==> src/rtl/core/tsr_pkg.sv <==
// shared constants and controller/datapath interface types of the span rasteriser
`default_nettype none
package tsr_pkg;

	// table depth and derived widths
	localparam int MAX_ROWS = 4096;
	localparam int ROW_AW   = $clog2(MAX_ROWS);
	localparam int CNT_W    = $clog2(MAX_ROWS + 1);

	// fixed field widths
	localparam int COORD_W   = 28;
	localparam int FRAC_BITS = 16;
	localparam int ROW_W     = COORD_W - FRAC_BITS;
	localparam int COL_W     = 16;
	localparam int DATA_W    = 32;
	localparam int PITCH_W   = 16;
	localparam int QUOT_W    = COORD_W;
	localparam int STEP_W    = QUOT_W + 1;
	localparam int ACC_W     = 32;
	localparam int CFG_IDX_W = 1;

	localparam logic [ACC_W-1:0] HALF_PIXEL = 32'h0000_8000;

	// register indexes
	localparam logic [CFG_IDX_W-1:0] CFG_SURFACE_BASE = 1'b0;
	localparam logic [CFG_IDX_W-1:0] CFG_ROW_PITCH    = 1'b1;

	// item actions
	localparam logic ACT_LOAD = 1'b0;
	localparam logic ACT_SPAN = 1'b1;

	// edge order v0-v1, v1-v2, v2-v0
	localparam logic [1:0] EDGE_01 = 2'd0;
	localparam logic [1:0] EDGE_12 = 2'd1;
	localparam logic [1:0] EDGE_20 = 2'd2;

	typedef struct packed {
		logic load;
		logic set_edge;
		logic next_edge;
		logic take_step;
		logic row_step;
		logic span_read;
		logic span_out;
		logic ack_out;
	} dp_cmd_t;

	typedef struct packed {
		logic edge_flat;
		logic edge_last;
		logic div_done;
		logic rows_done;
		logic span_avail;
	} dp_sts_t;

endpackage
`default_nettype wire

==> src/rtl/core/tsr_ctrl.sv <==
// sequencing state machine for triangle loads and span requests
`default_nettype none
module tsr_ctrl (
	input  wire logic             clk,
	input  wire logic             arst_n,
	input  wire logic             start,
	input  wire logic             action,
	input  wire tsr_pkg::dp_sts_t sts,
	output tsr_pkg::dp_cmd_t      cmd,
	output logic                  busy,
	output logic                  done
);
	import tsr_pkg::*;

	typedef enum logic [6:0] {
		S_IDLE     = 7'b0000001,
		S_EDGE     = 7'b0000010,
		S_DIV      = 7'b0000100,
		S_ROWS     = 7'b0001000,
		S_ACK      = 7'b0010000,
		S_SPAN_RD  = 7'b0100000,
		S_SPAN_OUT = 7'b1000000
	} state_t;

	state_t state_q, state_d;
	logic   done_q, done_d;

	// next state and commands
	always_comb begin
		state_d = state_q;
		cmd     = '0;
		done_d  = 1'b0;
		unique case (state_q)
			S_IDLE: begin
				if (start) begin
					if (action == ACT_LOAD) begin
						cmd.load = 1'b1;
						state_d  = S_EDGE;
					end else if (sts.span_avail) begin
						state_d = S_SPAN_RD;
					end else begin
						state_d = S_ACK;
					end
				end
			end
			S_EDGE: begin
				if (!sts.edge_flat) begin
					cmd.set_edge = 1'b1;
					state_d      = S_DIV;
				end else if (sts.edge_last) begin
					state_d = S_ACK;
				end else begin
					cmd.next_edge = 1'b1;
				end
			end
			S_DIV: begin
				if (sts.div_done) begin
					cmd.take_step = 1'b1;
					state_d       = S_ROWS;
				end
			end
			S_ROWS: begin
				if (!sts.rows_done) begin
					cmd.row_step = 1'b1;
				end else if (sts.edge_last) begin
					state_d = S_ACK;
				end else begin
					cmd.next_edge = 1'b1;
					state_d       = S_EDGE;
				end
			end
			S_ACK: begin
				cmd.ack_out = 1'b1;
				done_d      = 1'b1;
				state_d     = S_IDLE;
			end
			S_SPAN_RD: begin
				cmd.span_read = 1'b1;
				state_d       = S_SPAN_OUT;
			end
			S_SPAN_OUT: begin
				cmd.span_out = 1'b1;
				done_d       = 1'b1;
				state_d      = S_IDLE;
			end
			default: state_d = S_IDLE;
		endcase
	end

	always_ff @(posedge clk or negedge arst_n) begin
		if (!arst_n) begin
			state_q <= S_IDLE;
			done_q  <= 1'b0;
		end else begin
			state_q <= state_d;
			done_q  <= done_d;
		end
	end

	assign busy = state_q != S_IDLE;
	assign done = done_q;

	// one strobe per item, never two in a row
	a_done_single: assert property (@(posedge clk) disable iff (!arst_n)
		done |=> !done) else $error("result strobe held two cycles");

	a_accept_busy: assert property (@(posedge clk) disable iff (!arst_n)
		(start && !busy) |=> busy) else $error("accepted item left block idle");

	a_div_to_rows: assert property (@(posedge clk) disable iff (!arst_n)
		(state_q == S_DIV && sts.div_done) |=> state_q == S_ROWS)
		else $error("slope ready but edge stepping not started");

endmodule
`default_nettype wire

==> config.mk <==
export PLATFORM = sky130hd
export DESIGN_NAME = tsr_ctrl
export DESIGN_NICKNAME = d
export VERILOG_FILES = /design/src/rtl/core/tsr_pkg.sv /design/src/rtl/core/tsr_ctrl.sv
export SDC_FILE = /design/constraint.sdc
export NUM_CORES = 1
export LEC_CHECK = 0
export BUFFER_PORTS_ARGS = -buffer_cell sky130_fd_sc_hd__buf_2
export CAP_MARGIN = 10
export CORE_AREA = 2 2 39 41
export CTS_BUF_LIST = sky130_fd_sc_hd__clkbuf_4
export DETAILED_ROUTE_END_ITERATION = 7
export DIE_AREA = 0 0 41 43
export GPL_TIMING_DRIVEN = 0
export PLACE_DENSITY = 0.69
export SYNTH_ARGS = -nofsm -noshare
export SYNTH_HDL_FRONTEND = slang
export SYNTH_SLANG_ARGS = --single-unit
==> constraint.sdc <==
create_clock -name clk -period 1.6 [get_ports clk]
set_clock_uncertainty 0.1 [all_clocks]
set_input_delay 0.16 -clock clk [delete_from_list [all_inputs] [get_ports clk]]
set_output_delay 0.16 -clock clk [all_outputs]
set_load 0.03 [all_outputs]
Word-level counts from Yosys, hierarchy flattened:

Index checks and enable logic that the tools add are counted.

* flip-flop bits (word level): 8
* input port bits: 9
* word-level logic and storage cells: 42

* equality and inequality tests: 12
* mux-type cells: 26
* reductions and logical operators: 2

Operators with widths (count)
* two-way mux 7 bit: 6
* one-hot mux 7 bit (5 select lines): 1
* two-way mux 1 bit: 16
* == test 7 x 1 -> 1 bit, second input constant: 1
* == test 7 x 2 -> 1 bit, second input constant: 1
* == test 7 x 3 -> 1 bit, second input constant: 1
* == test 7 x 4 -> 1 bit, second input constant: 1
* == test 7 x 5 -> 1 bit, second input constant: 1
* == test 7 x 6 -> 1 bit, second input constant: 1
* == test 7 bit, second input constant: 1
* inequality test 7 x 1 -> 1 bit, second input constant: 1
* two-way mux 6 bit: 1
* inequality test 2 bit, second input constant: 3
* two-way mux 5 bit: 1
* AND reduction 4 bit: 1
* inequality test 3 bit, second input constant: 1
* one-hot mux 1 bit (2 select lines): 1
* OR reduction 2 bit: 1

Logic depth before layout (Yosys ltp):

* word-level depth: 4
* mapped depth: 6

Least setup slack after synthesis:

No wires, ideal clock.

* path type: flip-flop to flip-flop
* start: register state_q[2]
* end: register state_q[1]
* arrival: 1649 ps
* data required time: 1422 ps
* path slack: -227 ps
* cell stages (with the launch flop): 6
* path buffers: 1
* clock period less this slack: 1827 ps
* cell sequence: dfrtp_1 buf_6 nor4_2 nand4b_1 a21oi_1 o21bai_1

* cells in the longest elaborated chain, start to end: 3
* elaborated cells between the ends (all ways): 11
* classes of those cells: eq/ne (9); mux (1); reduce/logical (1)

RTL lines
* from (decl): line tsr_ctrl.sv:25 `state_t state_q, state_d;`
* from (signal assigned): line tsr_ctrl.sv:95 `state_q <= state_d;`
* == test 7 x 2 -> 1 bit, or another cell as far along: line tsr_ctrl.sv:33 `unique case (state_q)`
* inequality test 3 bit (no source line) or inequality test 2 bit (tied branches)
* AND reduction 4 bit (no source line)

Parallel ways exist; a longest one is shown, timed or not.
A chain may end at the register's enable or synchronous reset.

==> metrics.cfg <==
[global_routing]
grt.total_usage = 0.228
grt_pass1_vias = 631
grt_max_degree = 11
grt_pass1_wl_mm = 2.69
grt_antenna_before_repair = 0
met1_usage = 0.263
grt_use_met2 = 0.388
grt_overflow_total = 0
grtUsageMet3 = 0.0314
grt.busiest_layer = met2

[worst_setup_path]
timing.rr.start = state_q[6]
cpPeakStageDelay_ns = 0.45
crit_fanout = 4
reg2reg_depth = 5
path_cells = nor4_4 > nand4b_1 > a21oi_2 > buf_6
cp_slowest_cell = dfrtp_2
critical_path_class = reg -> out
reg2reg_to = state_q[4]
path_buf_inv = 1
cpLargestDelayFamily = simple AND/OR/NAND/NOR gates
cp.required_ns = 1.34
reg2reg_slack_ns = -0.15
critPathCaptureType = output pin
worstSetupStartpointType = register
cp.arrival_ns = 1.65

[final_layout]
multi_input_area_um2 = 400
final_util = 0.722
layout-drive-gt1-share = 0.650
nets = 113
seq_area_um2 = 206
insertedDiodeCount = 0
fin_cells = 119
fill_cells = 96
syn_to_final_growth_pct = 78.3

[placement]
place_hpwl_um = 935
place_inst = 98
io_buffers = 18
preCtsSetupSlack_ns = -0.111
place.gp.congestion = 0.695

[worst_hold_path]
hold_path.class = in -> reg
holdPathStages = 2
min_to = state_q[2]
min_from = sts[4]

[floorplanning]
fp-row-count = 14
die_area_um2 = 1760
core-area_um2 = 1380
die-height_um = 43
start_util = 0.405
pin_count = 19
dieWidth_um = 41

[pwr]
irDropWorstVdd_mv = 0.939
p_leak_nw = 0.447
powerDensity_nw_per_um2 = 1230
p_total_w = 0.00123

[cts]
cts_sinks = 8
h-tree-depth = 1
clk_path_buf_depth = 2
cts.clk_slew.worst_paths_ns = 0.06
cts_tree = done
clk_latency_ns = 0.27
root_buffer = clkbuf_4
numCtsBuffers = 3

[synthesis]
synthTopCellsByCount = nor2_1, dfrtp_1, nand2_1
yosysTopAreaCellShare = 0.313
synth_ff_type = dfrtp_1
synthCells = 64
synth_largest_area_cell = dfrtp_1
synth-seq-cells = 8
synth_area_um2 = 561
ys_types = 32
synth.net_count = 73
synth_edf_count = 0
seq_area_frac_synth = 0.359
synthTopCellsByArea = dfrtp_1, nor2_1, dfstp_2
avgSynthCellArea_um2 = 8.76
async_reset_ff_frac = 1.00
ys_warn_count = 0
synth_most_common_cell = nor2_1

[detailed_routing]
vias_per_cell = 5.34
drc = 0
drt_iter0_markers = 13
dr.pass1.iters = 4
num_vias = 635
drt-total-wl_mm = 1.71
drtAntennaViolNets = 0
wire_per_inst_um = 14.3

[outcome]
status = complete, but fails checks
violations = negative setup slack

[sta]
fin_crit_ns = 1.91
setup_tns_ns = -2.06
slew_headroom = 0.797
rsz0062_at_grt = true
report.final.hold_viol_count = 0
layout_setup_ws_ns = -0.309
max_freq_mhz = 524
worst_slew_pin_slew_ns = 0.302
fin_crit_sh = 1.19
finalSetupViolations = 12
slew_viol_final = 0

[run]
drv_cap = 0

area by class of cell:
cell class	count	share of cell area
sequential	8	0.207
clock buffer	4	0.0300
buffer	2	0.0225
tap	16	0.0200
multi-input combinational	49	0.401
inverter	3	0.0113
timing repair buffer	37	0.309
metal layers:
metal  wire [um]  part of all wire  up-vias
li1            -                 -      308
met5           0                 0        -
met2         937              0.55       18
met3          53             0.031        5
met1         678              0.40      304
met4          37             0.022        0
metrics by stage:
step / hold slack, ns / cell area, um2
global route: 0.0305 / 1000
global placement: -0.0874 / 681
floorplan: -0.236 / 571
detailed placement: -0.0831 / 681
finish: 0.0265 / 1000
CTS: 0.0164 / 896
state kept, by name (all words and copies together), names as in the netlist:
signal / cells
done: 1
state_q: 7
cells in the final DEF (no fill, tap or decap), types with 2 or more instances in the layout:
| cell | n |
|---|---|
| buf_6 | 15 |
| a21oi_1 | 2 |
| nor3b_1 | 2 |
| nor2_1 | 5 |
| dlygate4sd3_1 | 2 |
| a31oi_1 | 2 |
| buf_2 | 9 |
| clkbuf_4 | 4 |
| nand3_1 | 2 |
| dfrtp_1 | 3 |
| nor2_2 | 2 |
| nor2_4 | 3 |
| nor4_4 | 2 |
| inv_1 | 2 |
| nand2_1 | 2 |
| nor3_2 | 2 |
| dfrtp_2 | 4 |
| buf_4 | 13 |
| and2_4 | 2 |
| nand2b_1 | 2 |
cells by family (layout without fill, tap and decap cells):
| kind of cell | Yosys count | count (layout) | share of synthesized area |
|---|---|---|---|
| and+or+nand+nor | 38 | 38 | 0.424 |
| AOI/OAI and AO/OA | 11 | 11 | 0.141 |
| DFF | 8 | 8 | 0.359 |
| buffers and inverters | 7 | 46 | 0.0759 |
worst max-delay path by stage:
stage	to	from	slack, ns	cells past startpoint
after floorplan	state_q[1]	state_q[2]	-0.03	5
after global routing	cmd[5]	state_q[1]	-0.34	5
after detailed placement	cmd[5]	state_q[4]	-0.11	4
final	cmd[5]	state_q[6]	-0.31	4
after CTS	cmd[5]	state_q[3]	-0.32	5
after global placement	cmd[5]	state_q[4]	-0.09	4
what timing repair did:
item                       4_1_cts  5_1_grt
setup endpoints to repair       10       13
gates resized for setup         30       18
hold buffers                     2        0
setup buffers                   10        9
hold endpoints to repair         9        0
pin swaps                       12       14
report_power, final:
group	internal (W)	total [W]	leakage, nW	switching, W
clock	0.000113	0.000196	0.0184	0.0000826
combinational	0.000382	0.000720	0.328	0.000338
sequential	0.000250	0.000314	0.101	0.0000637
No activity file was read; power rests on OpenSTA's default activity.
